## src/rtl/nlfq_pkg.sv

```systemverilog
// ----------------------------------------------------------------------------
// nlfq_pkg
// Shared types, codes and constants of the NMEA line filter queue.
// ----------------------------------------------------------------------------
package nlfq_pkg;

	localparam int LINE_SIZE_DEF   = 64;
	localparam int QUEUE_DEPTH_DEF = 8;

	// widest ring position the command queue must carry (QUEUE_DEPTH up to 64)
	localparam int SLOT_MAX_W = 6;

	// input operations
	localparam logic OP_RX  = 1'b0;
	localparam logic OP_POP = 1'b1;

	// result kinds
	localparam logic [1:0] KIND_TAKEN     = 2'd0;
	localparam logic [1:0] KIND_REFUSED   = 2'd1;
	localparam logic [1:0] KIND_LINE_BYTE = 2'd2;
	localparam logic [1:0] KIND_EMPTY     = 2'd3;

	// line events for taken bytes
	localparam logic [1:0] EV_NONE     = 2'd0;
	localparam logic [1:0] EV_QUEUED   = 2'd1;
	localparam logic [1:0] EV_FILTERED = 2'd2;
	localparam logic [1:0] EV_EMPTY    = 2'd3;

	localparam logic [7:0] CHAR_NUL = 8'h00;
	localparam logic [7:0] CHAR_CR  = 8'h0D;
	localparam logic [7:0] CHAR_LF  = 8'h0A;

	// first tag character sits at this line position
	localparam int TAG_POS = 3;

	localparam int SKIP_TAG_COUNT = 5;
	localparam logic [31:0] SKIP_TAGS [SKIP_TAG_COUNT] = '{
		"GSV,", "GSA,", "GST,", "MSS,", "ROT,"
	};

	// one request handed from the front to the back
	typedef struct packed {
		logic                  stream;     // stream a queued line, else one result
		logic [1:0]            kind;
		logic [1:0]            line_event;
		logic [SLOT_MAX_W-1:0] slot;
	} cmd_t;

	function automatic logic is_skip_tag(input logic [31:0] tag);
		logic hit;
		hit = 1'b0;
		for (int t = 0; t < SKIP_TAG_COUNT; t++) begin
			if (tag == SKIP_TAGS[t]) begin
				hit = 1'b1;
			end
		end
		return hit;
	endfunction

endpackage

```

## src/rtl/nlfq_back.sv

```systemverilog
// ----------------------------------------------------------------------------
// nlfq_back
// Carries out queued requests: emits single results or streams a queued
// line from the ring memory through the output register.
// ----------------------------------------------------------------------------
module nlfq_back import nlfq_pkg::*; #(
	parameter int LINE_SIZE   = LINE_SIZE_DEF,
	parameter int QUEUE_DEPTH = QUEUE_DEPTH_DEF,
	localparam int SW = $clog2(QUEUE_DEPTH),
	localparam int LW = $clog2(LINE_SIZE),
	localparam int AW = $clog2(QUEUE_DEPTH * LINE_SIZE)
) (
	input  logic          clk,
	input  logic          arst_n,
	input  logic          cmd_valid,
	input  cmd_t          cmd,
	output logic          cmd_pop,
	output logic          stream_done,
	output logic          data_re,
	output logic [AW-1:0] data_raddr,
	input  logic [7:0]    data_rdata,
	output logic          len_re,
	output logic [SW-1:0] len_raddr,
	input  logic [LW-1:0] len_rdata,
	output logic          out_valid,
	input  logic          out_ready,
	output logic [1:0]    kind,
	output logic [1:0]    line_event,
	output logic [7:0]    line_char,
	output logic          last
);

	typedef enum logic [2:0] {
		B_IDLE = 3'b001,
		B_LEN  = 3'b010,
		B_DATA = 3'b100
	} back_state_t;

	back_state_t   state_q, state_d;
	logic [SW-1:0] slot_q;
	logic [LW-1:0] len_q;
	logic [LW-1:0] pos_q;
	logic          out_valid_q;
	logic [1:0]    kind_q;
	logic [1:0]    event_q;
	logic [7:0]    char_q;
	logic          last_q;

	logic          out_free;
	logic          load;
	logic [1:0]    load_kind;
	logic [1:0]    load_event;
	logic [7:0]    load_char;
	logic          load_last;
	logic          final_byte;
	logic [LW-1:0] rd_pos;

	assign out_free   = !out_valid_q || out_ready;
	assign final_byte = (pos_q == len_q - 1'b1);
	assign len_raddr  = SW'(cmd.slot);
	assign data_raddr = AW'(slot_q) * AW'(LINE_SIZE) + AW'(rd_pos);

	always_comb begin
		state_d     = state_q;
		cmd_pop     = 1'b0;
		stream_done = 1'b0;
		len_re      = 1'b0;
		data_re     = 1'b0;
		rd_pos      = '0;
		load        = 1'b0;
		load_kind   = cmd.kind;
		load_event  = cmd.line_event;
		load_char   = CHAR_NUL;
		load_last   = 1'b1;
		case (state_q)
			B_IDLE: begin
				if (cmd_valid) begin
					if (cmd.stream) begin
						len_re  = 1'b1;
						cmd_pop = 1'b1;
						state_d = B_LEN;
					end else if (out_free) begin
						load    = 1'b1;
						cmd_pop = 1'b1;
					end
				end
			end
			B_LEN: begin
				data_re = 1'b1;
				state_d = B_DATA;
			end
			B_DATA: begin
				load_kind  = KIND_LINE_BYTE;
				load_event = EV_NONE;
				load_char  = data_rdata;
				load_last  = final_byte;
				if (out_free) begin
					load = 1'b1;
					if (final_byte) begin
						stream_done = 1'b1;
						state_d     = B_IDLE;
					end else begin
						// fetch the next byte while this one goes out
						data_re = 1'b1;
						rd_pos  = pos_q + 1'b1;
					end
				end
			end
			default: begin
				state_d = B_IDLE;
			end
		endcase
	end

	always_ff @(posedge clk or negedge arst_n) begin
		if (!arst_n) begin
			state_q     <= B_IDLE;
			out_valid_q <= 1'b0;
		end else begin
			state_q <= state_d;
			if (load) begin
				out_valid_q <= 1'b1;
			end else if (out_ready) begin
				out_valid_q <= 1'b0;
			end
		end
	end

	always_ff @(posedge clk) begin
		if (state_q == B_IDLE && cmd_valid && cmd.stream) begin
			slot_q <= SW'(cmd.slot);
		end
		if (state_q == B_LEN) begin
			len_q <= len_rdata;
			pos_q <= '0;
		end else if (state_q == B_DATA && load && !final_byte) begin
			pos_q <= pos_q + 1'b1;
		end
		if (load) begin
			kind_q  <= load_kind;
			event_q <= load_event;
			char_q  <= load_char;
			last_q  <= load_last;
		end
	end

	assign out_valid  = out_valid_q;
	assign kind       = kind_q;
	assign line_event = event_q;
	assign line_char  = char_q;
	assign last       = last_q;

endmodule

```

## config.mk

```make
export PLATFORM = sky130hd
export DESIGN_NAME = nlfq_back
export DESIGN_NICKNAME = d
export VERILOG_FILES = /design/src/rtl/nlfq_pkg.sv /design/src/rtl/nlfq_back.sv
export SDC_FILE = /design/constraint.sdc
export NUM_CORES = 1
export LEC_CHECK = 0
export BUFFER_PORTS_ARGS = -buffer_cell sky130_fd_sc_hd__buf_2
export CAP_MARGIN = 10
export CELL_PAD_IN_SITES_DETAIL_PLACEMENT = 1
export CELL_PAD_IN_SITES_GLOBAL_PLACEMENT = 1
export CORE_UTILIZATION = 37
export DETAILED_ROUTE_END_ITERATION = 10
export PLACE_DENSITY_LB_ADDON = 0.1
export SYNTH_ARGS = -nofsm -noshare
export SYNTH_HDL_FRONTEND = slang
export SYNTH_SLANG_ARGS = --single-unit
```

## constraint.sdc

```tcl
create_clock -name clk -period 2.9 [get_ports clk]
set_input_delay 0.145 -clock clk [delete_from_list [all_inputs] [get_ports clk]]
set_output_delay 0.145 -clock clk [all_outputs]
set_load 0.03 [all_outputs]
```

== Word level (Yosys, flattened, before mapping) ==
Index checks and enable logic that the tools add are counted.

* Add/sub/neg operators: 3
* Equal/unequal tests: 8
* Multiplexer cells: 26
* Reductions and logical operators: 9

{| class="wikitable"
|+ Operators with widths
! operator !! count
|-
| 6-bit 2-to-1 mux || 3
|-
| 1-bit 2-to-1 mux || 16
|-
| 3-bit 2-to-1 mux || 4
|-
| 9-bit by 6-bit adder with 9-bit output || 1
|-
| 3-bit case mux with 3 select lines || 1
|-
| 2-bit != test, second input constant || 4
|-
| 6-bit by 1-bit adder with 6-bit output, second input constant || 1
|-
| 6-bit == test || 1
|-
| 6-bit by 1-bit subtractor with 6-bit output, second input constant || 1
|-
| 1-bit logical AND || 4
|-
| 1-bit case mux with 2 select lines || 2
|-
| 4-bit AND reduction || 1
|-
| 3-bit by 1-bit == test with 1-bit output, second input constant || 1
|-
| 3-bit by 2-bit == test with 1-bit output, second input constant || 1
|-
| 3-bit == test, second input constant || 1
|-
| 1-bit logical NOT || 2
|-
| 2-bit nonzero test || 1
|-
| 1-bit logical OR || 1
|}

* Bits in registers: 32
* Bits of input ports: 29
* Output and inout bits: 30
* Logic and storage cells: 55

== Logic depth before layout (Yosys ltp) ==
Gate-level depths: netlist of the first run.

* Depth after elaboration: 8
* Gate-level depth with buffers: 8
* Mapped depth without buffers: 7

== Least setup slack after synthesis of the first run ==
No wires, ideal clock.

* Path type: register to output
* Start: register len_q[2]
* End: output port data_raddr[0]
* Data arrival time: 2.209 ns
* Data required time: 2.755 ns
* Path slack: 0.546 ns
* Cell stages (with the launch flop): 6
* Cells stage by stage: edfxtp_1 or3_4 nor4_1 nor4_4 buf_6 a211oi_1

* Longest elaborated chain between the ends: 6

{| class="wikitable"
|+ RTL lines
! item !! RTL line !! text
|-
| start, declared || nlfq_back.sv:41 || <nowiki>logic [LW-1:0] len_q;</nowiki>
|-
| start signal, assigned || nlfq_back.sv:134 || <nowiki>len_q <= len_rdata;</nowiki>
|-
| 6-bit by 1-bit subtractor with 6-bit output || nlfq_back.sv:59 || <nowiki>assign final_byte = (pos_q == len_q - 1'b1);</nowiki>
|-
| 6-bit == test || nlfq_back.sv:59 ||
|-
| 6-bit 2-to-1 mux || nlfq_back.sv:99 || <nowiki>if (final_byte) begin</nowiki>
|-
| 6-bit 2-to-1 mux || nlfq_back.sv:97 || <nowiki>if (out_free) begin</nowiki>
|-
| 6-bit 2-to-1 mux || nlfq_back.sv:75 || <nowiki>case (state_q)</nowiki>
|-
| 9-bit by 6-bit adder with 9-bit output || nlfq_back.sv:61 || <nowiki>assign data_raddr = AW'(slot_q) * AW'(LINE_SIZE) + AW'(rd_pos);</nowiki>
|-
| end, declared || nlfq_back.sv:20 || <nowiki>output logic [AW-1:0] data_raddr,</nowiki>
|}

Every way passes these cells.

== Worst setup path in the final report of the first run ==
* Start: register len_q[0]
* End: output port data_raddr[1]

The elaborated chain is that of the path after synthesis.

==> impl_metrics.toml, run 1 <==
[die]
core-area_mm2 = 0.004384
placementRows = 24
die_area_mm2 = 0.004871
io_pins = 59
die_h_um = 69.79
die_w_um = 69.79
initial_utilization_pct = 38.78

[sta]
rsz0062_at_grt = "false"
finalCriticalPeriod_ns = 2.712
fmax_mhz = 368.8
maxSlewViolCount = 0
setup_viol = 0
clock_skew_ns = 0.002550
setup_tns_ns = 0
finalHoldViolCount = 0
final.setup.worst_slack_ns = 0.1883
hold_slack_ns = 0.03955
finalCritPeriodShare_pct = 93.51
tightest_slew_ns = 0.6057
max_slew_margin_pct = 59.05

[setup_path]
start_kind = "register"
startpoint = "len_q[0]"
worst_ep_required_time_ns = 2.76
crit_arrival_ns = 2.57
critPathKind = "register to output port"
rr_startpoint = "len_q[0]"
crit_fanout = 8
critPathCaptureType = "output port"

[power]
max-vdd-ir-drop_mv = 0.2682
clockPowerShare_pct = 25.1
swShare_pct = 33.69
seqPwrFrac_pct = 49.2
netSwitchingPower_w = 0.0004345
comb_power_share_pct = 25.7
p_int_w = 0.0008552
leakagePower_nw = 0.9150
powerDensity_mw_per_mm2 = 617.6

[routing]
dr.first_iter.drc_count = 67
drt-total-wl_mm = 4.188
drtAntennaViolNets = 0
dr.pass1.iters = 4
routed_via_density = 5.265
drc = 0
routedWlPerCell_um = 15.86
vias = 1390

[global_route]
use_met3_pct = 5.378
use_met2_pct = 30.88
met1_usage_pct = 22.36
grt_pass1_wl_mm = 6.900
busiest_layer = "met2"
grt_max_degree = 18
grt_pass1_vias = 1408
overflow = 0
track_usage_pct = 18.32
grt_antenna_before_repair = 0

[clock_network]
clk-insertion-delay-late_ns = 0.28
clkSlewWorstSetupHoldPaths_ns = 0.06
clockBufferDepth = 2
post_cts_buffers = 0
root_buffer = "clkbuf_8"
clkSinkCount = 32
cts_buffers = 5
htreeDepth = 2
cts_tree = "yes"

[hold_path]
hp-start = "len_rdata[5]"
min_path_type = "input port to register"

[synth]
synth-seq-cells = 32
syn_area_per_cell_um2 = 10.83
ys.warnings.count = 0
synthTopCellsByArea = "edfxtp_1 39%, dfxtp_1 7.1%, dfrtp_1 4.4%"
synth_top_area_share_pct = 38.85
async_flop_share_pct = 12.50
synth_top_area_cell = "edfxtp_1"
synth_edf_count = 22
syn_area_mm2 = 0.001700
synth_cells = 157
syn_nets = 188
synth.most_common_cell = "edfxtp_1"
ys_top_cells_by_count = "22 x edfxtp_1, 13 x nand2_1, 10 x and2_1"
ys_types = 47
synth-seq-area-share_pct = 51.88
synth_top_flop_cell = "edfxtp_1"

[run_status]
status = "finished, final reports clean"

[layout]
final_nets = 242
syn2layout_area_growth_pct = 22.81
fin_util_pct = 47.63
diodes = 0
drive_gt1_share_pct = 33.02

[job]
drv_cap = 0

[place]
port-buffer-count = 55
pre_cts_slack_ns = 0.4961
gp_congestion = 0.8232
dp_hpwl_mm = 3.125
## path summary, 6_finish.rpt
kind / cells past startpoint / end / slack [ns]
setup reg to reg: 8 / state_q[2] / 0.62
min in group asynchronous: 2 / state_q[1] / 0.20
setup / recovery: 8 / data_raddr[1] / 0.19
hold reg to reg: 2 / pos_q[2] / 0.61
hold / removal: 1 / len_q[5] / 0.04
max in group asynchronous: 2 / state_q[0] / 2.49
## flip-flops by register name, summed over array words and instances, names as in the netlist
signal	flops
line_char	8
len_q	6
pos_q	6
slot_q	3
state_q	3
kind	2
line_event	2
last	1
out_valid	1
## repair_timing
action | 4_1_cts | 5_1_grt
hold buffers | 1 | 0
endpoints found under the hold margin | 4 | 0
gates resized for setup | 0 | 0
## routing by layer
layer / vias up / wire length [um]
met1: 674 / 1841
met4: 0 / 47
li1: 672 / -
met3: 7 / 224
met2: 37 / 2075
met5: - / 0
## layout make-up
type	count	area, um^2
clock buffers	7	76.32
repair buffers	59	307.8
fillers	509	2296
multi-input cells	108	734.5
well taps	52	65.06
inverters	5	18.77
clock inverters	1	3.754
flip-flops and latches	32	882.1
## cells by family after synthesis
logic type / share of synthesized area (%)
AOI/OAI and AO/OA: 8.462
buffers and inverters: 4.929
DFF: 51.88
xor gates and xnor gates: 5.666
adders and majority gates: 1.471
muxes: 0.5887
and+or+nand+nor: 27.01
## per-stage QoR
| stage | cells | area (um^2) | power [W] |
|---|---|---|---|
| after floorplan | 157 | 1700 | 0.0008824 |
| after global placement | 255 | 1998 | 0.0009566 |
| after detailed placement | 255 | 1998 | 0.0009735 |
| after CTS | 264 | 2088 | 0.001302 |
| after global routing | 264 | 2088 | 0.001367 |
| final | 264 | 2088 | 0.001290 |
## cells in the final DEF (no fill, tap or decap), types with 3 or more instances in the layout
cell type and n:
buf_2 55, edfxtp_1 22, nand2_1 13, and2_1 10, a21oi_1 7, nand2b_1 6
xnor2_1 6, and3_1 6, nand4_1 6, dfxtp_1 6, inv_1 5, xor2_1 5
nor2b_1 5, clkbuf_8 5, nor4_1 4, nand3_1 4, nor4b_1 4, nor2_1 4
dfrtp_1 3, buf_4 3
## power groups by stage
stage                     Sequential, W  Clock (W)  Combinational [W]
after global routing           0.000644   0.000358           0.000365
after floorplan                0.000620          0           0.000263
final                          0.000635   0.000323           0.000331
after detailed placement       0.000642          0           0.000331
after global placement         0.000638          0           0.000319
after CTS                      0.000633   0.000335           0.000334
## critical path, stage by stage, from the launching register on
cell and delay [ns]:
edfxtp_1 0.44, inv_1 0.10, ha_1 0.23, or3b_1 0.36, a211o_1 0.33, nor4_4 0.16, nand2_1 0.24, and3_1 0.25
buf_2 0.17
Power figures use the tool's default switching activity.
==> run 2, diff against run 1 <==
CORE_UTILIZATION = 39   (was 37)
CTS_BUF_LIST = sky130_fd_sc_hd__clkbuf_4 sky130_fd_sc_hd__clkbuf_8   (was not set)
HOLD_SLACK_MARGIN = 0.15   (was not set)
==> run 2 against run 1 <==
  * Largest power group unchanged
  * Non-clock buffer count up 17
  * First-iteration DRC count up 19%
  * Routed wire length up 7.9%
  * Largest cell class unchanged
  * Sequential cell count unchanged
  * Clock-buffer cell count down 1
  * Clock power up 6.5%
==> impl_metrics.toml, run 2 (synthesized netlist as in run 1, its figures left out) <==
[setup_path]
rr_startpoint = "len_q[0]"
startpoint = "len_q[0]"
cp_slowest_cell = "edfxtp_1"
worst_ep_required_time_ns = 2.76
start_kind = "register"
max_stage_delay_ns = 0.43
path_buf_inv = 2
crit_fanout = 8
critPathKind = "register to output port"
crit_family = "simple AND/OR/NAND/NOR gates"
critPathCaptureType = "output port"
crit_arrival_ns = 2.52
path_cells = "inv_1 > ha_1 > or3b_1 > a211o_1 > nor4_4 > nand2_1 > and3_1 > buf_2"

[power]
clockPowerShare_pct = 25.7
netSwitchingPower_w = 0.0004591
p_int_w = 0.0008788
comb_power_share_pct = 26.5
power_w = 0.001338
max-vdd-ir-drop_mv = 0.3672
swShare_pct = 34.32
powerDensity_mw_per_mm2 = 591.1
seqPwrFrac_pct = 47.8
leakagePower_nw = 0.9884

[clock_network]
root_buffer = "clkbuf_8"
post_cts_buffers = 0
cts_tree = "yes"
clk-insertion-delay-late_ns = 0.29
clkSlewWorstSetupHoldPaths_ns = 0.08
htreeDepth = 2
cts_buffers = 5
postCtsHoldBufs = 18
clkSinkCount = 32
cts_repair_resize_count = 0
clockBufferDepth = 2

[routing]
vias = 1454
drc = 0
drt-total-wl_mm = 4.518
drtAntennaViolNets = 0
dr.first_iter.drc_count = 80
routed_via_density = 5.211
routedWlPerCell_um = 16.19
dr.pass1.iters = 4

[sta]
tightest_slew_ns = 0.6548
setup_viol = 0
rsz0062_at_grt = "false"
maxSlewViolCount = 0
finalHoldViolCount = 0
setup_tns_ns = 0
clock_skew_ns = 0.01295
max_slew_margin_pct = 55.73
finalCritPeriodShare_pct = 91.88
finalCriticalPeriod_ns = 2.664
fmax_mhz = 375.3

[die]
die_h_um = 68.03
initial_utilization_pct = 41.61
io_pins = 59
die_w_um = 68.03
placementRows = 23
core-area_mm2 = 0.004086
die_area_mm2 = 0.004628

[global_route]
grt_antenna_before_repair = 0
grt_pass1_wl_mm = 7.003
grt_pass1_vias = 1515
track_usage_pct = 21.23
overflow = 0
grt_max_degree = 14

[layout]
largest_register_ffs = 8
diodes = 0
final_nets = 259
syn2layout_area_growth_pct = 33.11
drive_gt1_share_pct = 31.44
fin_util_pct = 55.39
final_area_mm2 = 0.002263
nFillCells = 467
final_cell_mix = "55 x buf_2, 22 x edfxtp_1, 18 x dlygate4sd3_1"
layout_commonest_cell = "buf_2"

[hold_path]
hp-start = "data_rdata[4]"
min_path_type = "input port to register"

[place]
port-buffer-count = 55
place_area_mm2 = 0.001996
gp_congestion = 0.7281
dp_hpwl_mm = 3.068

[job]
drv_cap = 0

[run_status]
status = "finished, final reports clean"
run 2: power groups by stage:
stage | sequential, W | combinational (W) | clock, W
2_1_floorplan | 0.000620 | 0.000263 | 0
3_3_place_gp | 0.000637 | 0.000317 | 0
3_5_place_dp | 0.000644 | 0.000332 | 0
4_1_cts | 0.000635 | 0.000355 | 0.000355
5_1_grt | 0.000648 | 0.000391 | 0.000372
6_report | 0.000640 | 0.000354 | 0.000344
run 2: final timing paths:
| check | slack, ns | cells after the start | to |
|---|---|---|---|
| min | 0.16 | 2 | line_char[4] |
| max in group asynchronous | 2.49 | 2 | state_q[0] |
| max reg2reg | 0.67 | 8 | state_q[2] |
| max | 0.24 | 8 | data_raddr[5] |
| min in group asynchronous | 0.20 | 2 | state_q[1] |
| min reg2reg | 0.62 | 2 | pos_q[2] |
run 2: layout make-up:
type	instances	area [um^2]	area share, %
inverters	5	18.77	0.8292
clock buffers	6	76.32	3.372
well taps	50	62.56	2.764
flip-flops and latches	32	882.1	38.97
repair buffers	76	478.0	21.12
clock inverters	2	11.26	0.4975
multi-input cells	108	734.5	32.45
run 2: layer usage:
metal	track usage [%]	vias up	share of wire [%]
met5	0	-	0
met4	7.031	0	1.5
met3	6.000	4	5.6
met2	37.99	53	54
met1	23.97	687	39
li1	-	710	-
run 2: per-stage QoR:
stage / hold WS, ns / setup WS [ns] / std cells
2_1_floorplan: -0.1506 / 0.5460 / 157
3_3_place_gp: -0.04683 / 0.6049 / 253
3_5_place_dp: -0.04082 / 0.5510 / 253
4_1_cts: 0.1584 / 0.2171 / 279
5_1_grt: 0.1539 / 0.06101 / 279
6_report: 0.1550 / 0.2356 / 279
run 2: worst reg2reg max path: stages, from the launching register on:
cell      delay (ns)
edfxtp_1        0.43
inv_1           0.08
ha_1            0.21
or3b_1          0.37
a211o_1         0.34
nor4_4          0.17
buf_4           0.24
nand3_2         0.10
a21o_1          0.18
==> run 3, diff against run 2 <==
ABC_AREA = 1   (was not set)
CORE_UTILIZATION = 37   (was 39)
==> run 3 against run 2 <==
  * Routed wire length down 17%
  * Clock-buffer cell count increased by 1
  * Register-to-register slack gained 0.21 ns
  * Critical path depth is 2 lower
  * Sequential power up 3.6%
  * Power increased by 23%
  * Utilization fell by 2.5 points
  * Sequential share of layout area rose by 1.8 points
  * Via count decreased by 6.5%
  * Critical path type unchanged
==> impl_metrics.toml, run 3 <==
[sta]
tightest_slew_ns = 0.4133
finalCriticalPeriod_ns = 2.417
finalCritPeriodShare_pct = 83.33
setup_tns_ns = 0
rsz0062_at_grt = "false"
max_slew_margin_pct = 72.30
finalHoldViolCount = 0
setup_viol = 0
fmax_mhz = 413.8
final.setup.worst_slack_ns = 0.4835
maxSlewViolCount = 0
clock_skew_ns = 0.003388

[setup_path]
max_stage_delay_ns = 0.40
crit_arrival_ns = 2.27
path_cells = "nor3_2 > inv_1 > nor2_1 > nand2_2 > nor2_1 > buf_2"
path_buf_inv = 2
rr_startpoint = "len_q[0]"
crit_family = "simple AND/OR/NAND/NOR gates"
worstRegToRegCells = 10
cp.depth = 6
cp_slowest_cell = "dfrtp_1"
critPathKind = "register to output port"
critical_path.most_common_cell = "nor2_1"
start_kind = "register"
crit_fanout = 17
critPathCaptureType = "output port"
startpoint = "state_q[1]"
ff2ff_setup_slack_ns = 0.88
endpoint = "data_raddr[0]"
worst_ep_required_time_ns = 2.76
r2r_end = "pos_q[5]"

[layout]
drive_gt1_share_pct = 31.62
syn2layout_area_growth_pct = 34.47
final_nets = 283
multi_input_comb_area_um2 = 549.3
largest_register_ffs = 8
final_cell_mix = "55 x buf_2, 35 x inv_1, 34 x nand2_1"
layout_commonest_cell = "buf_2"
diodes = 0
final-seq-area_um2 = 882.1
nFillCells = 513

[power]
comb_power_share_pct = 30.9
max-vdd-ir-drop_mv = 0.3980
leakagePower_nw = 1.134
powerDensity_mw_per_mm2 = 760.8
swShare_pct = 35.18
clockPowerShare_pct = 28.8
p_int_w = 0.001066
netSwitchingPower_w = 0.0005786
seqPwrFrac_pct = 40.3

[clock_network]
clockBufferDepth = 2
clk-insertion-delay-late_ns = 0.28
clkSinkCount = 32
cts_buffers = 5
cts_repair_resize_count = 0
root_buffer = "clkbuf_8"
clkSlewWorstSetupHoldPaths_ns = 0.07
htreeDepth = 2
cts_tree = "yes"

[synth]
synth_top_area_share_pct = 41.09
syn_area_mm2 = 0.001608
ys_types = 25
synth.most_common_cell = "inv_1"
async_flop_share_pct = 12.50
synth_top_area_cell = "edfxtp_1"
synth_top_flop_cell = "edfxtp_1"
synth-seq-cells = 32
synth_cells = 182
synth_edf_count = 22
syn_area_per_cell_um2 = 8.834
ys_top_cells_by_count = "35 x inv_1, 34 x nand2_1, 32 x nor2_1"
synthTopCellsByArea = "edfxtp_1 41%, inv_1 8.2%, nand2_1 7.9%"
ys.warnings.count = 0
synth-seq-area-share_pct = 54.86
syn_nets = 213

[global_route]
grt_antenna_before_repair = 0
overflow = 0
grt_max_degree = 18
grt_pass1_wl_mm = 5.913
grt_pass1_vias = 1390
track_usage_pct = 17.58

[routing]
drt-total-wl_mm = 3.769
routedWlPerCell_um = 12.44
dr.first_iter.drc_count = 49
routed_via_density = 4.488
drc = 0
dr.pass1.iters = 4
vias = 1360
drtAntennaViolNets = 0

[place]
dp_hpwl_mm = 2.878
port-buffer-count = 55
gp_congestion = 0.8012
pre_cts_slack_ns = 0.7605

[die]
die_w_um = 67.92
placementRows = 23
core-area_mm2 = 0.004086
die_area_mm2 = 0.004613
initial_utilization_pct = 39.34
io_pins = 59
die_h_um = 67.92

[job]
drv_cap = 0

[hold_path]
min_path_type = "input port to register"

[run_status]
status = "finished, final reports clean"
==> run 3: cell count changes after synthesis, sizes merged, moves of 5 or more <==
cell / change
and2: -10
and3: -6
clkbuf: -5
inv: +32
nand2: +23
nand2b: -6
nand3: +9
nand4: -6
nor2: +34
nor2b: -5
nor4: -5
xnor2: -5
==> run 3: timing repair <==
item,CTS,global route
buffers inserted,0,0
hold buffers,12,0
endpoints found under the hold margin,15,0
==> run 3: per-layer routing <==
layer  GRT usage, %  routed length, um  up-vias
li1               -                  -      691
met4          5.729                 40        0
met3          4.500                136        6
met1          18.80               1590      629
met5              0                  0        -
met2          33.09               2002       34
==> run 3: cells by family (layout without fill, tap and decap cells) <==
logic type / after synthesis / in the layout / share of synthesized area [%]
AO/OA/AOI/OAI: 6 / 6 / 2.023
flip-flops: 32 / 32 / 54.86
AND/OR/NAND/NOR: 92 / 92 / 25.76
buffers and inverters: 42 / 113 / 10.97
XOR/XNOR: 8 / 8 / 4.825
adder cells (fa/ha/maj): 2 / 2 / 1.556
==> run 3: how the worst min path moves through the flow <==
stage / start / endpoint / cells after the start
CTS: cmd_valid / state_q[0] / 3
finish: cmd_valid / state_q[0] / 3
floorplan: arst_n / out_valid / 0
detailed placement: arst_n / out_valid / 1
global placement: arst_n / out_valid / 1
global route: data_rdata[3] / line_char[3] / 3
==> run 3: power groups by stage <==
stage | logic (W) | clock network (W) | registers, W
floorplan | 0.000300 | 0 | 0.000731
global placement | 0.000475 | 0 | 0.000667
detailed placement | 0.000501 | 0 | 0.000673
CTS | 0.000517 | 0.000480 | 0.000664
global route | 0.000570 | 0.000498 | 0.000675
finish | 0.000509 | 0.000473 | 0.000663
==> run 3: tightest hold or removal path: stages <==
cell and delay [ns]:
buf_2 0.09, a21oi_1 0.06, o21bai_1 0.15
==> run 3: through the flow <==
step	total power [W]	hold WS [ns]	instances	area [um^2]	util (%)
2_1_floorplan	0.001031	-0.1506	182	1608	-
3_3_place_gp	0.001142	-0.04545	283	1916	46.88
3_5_place_dp	0.001174	-0.03921	283	1916	46.88
4_1_cts	0.001660	0.1502	303	2162	52.91
5_1_grt	0.001742	0.1703	303	2162	52.91
6_report	0.001645	0.1580	303	2162	52.91
==> run 3: layout make-up <==
| class | instances | share of cell area (%) |
|---|---|---|
| repair buffers | 68 | 18.63 |
| clock buffers | 7 | 4.456 |
| clock inverters | 1 | 1.389 |
| inverters | 37 | 6.424 |
| well taps | 50 | 2.894 |
| multi-input cells | 108 | 25.41 |
| flip-flops and latches | 32 | 40.80 |
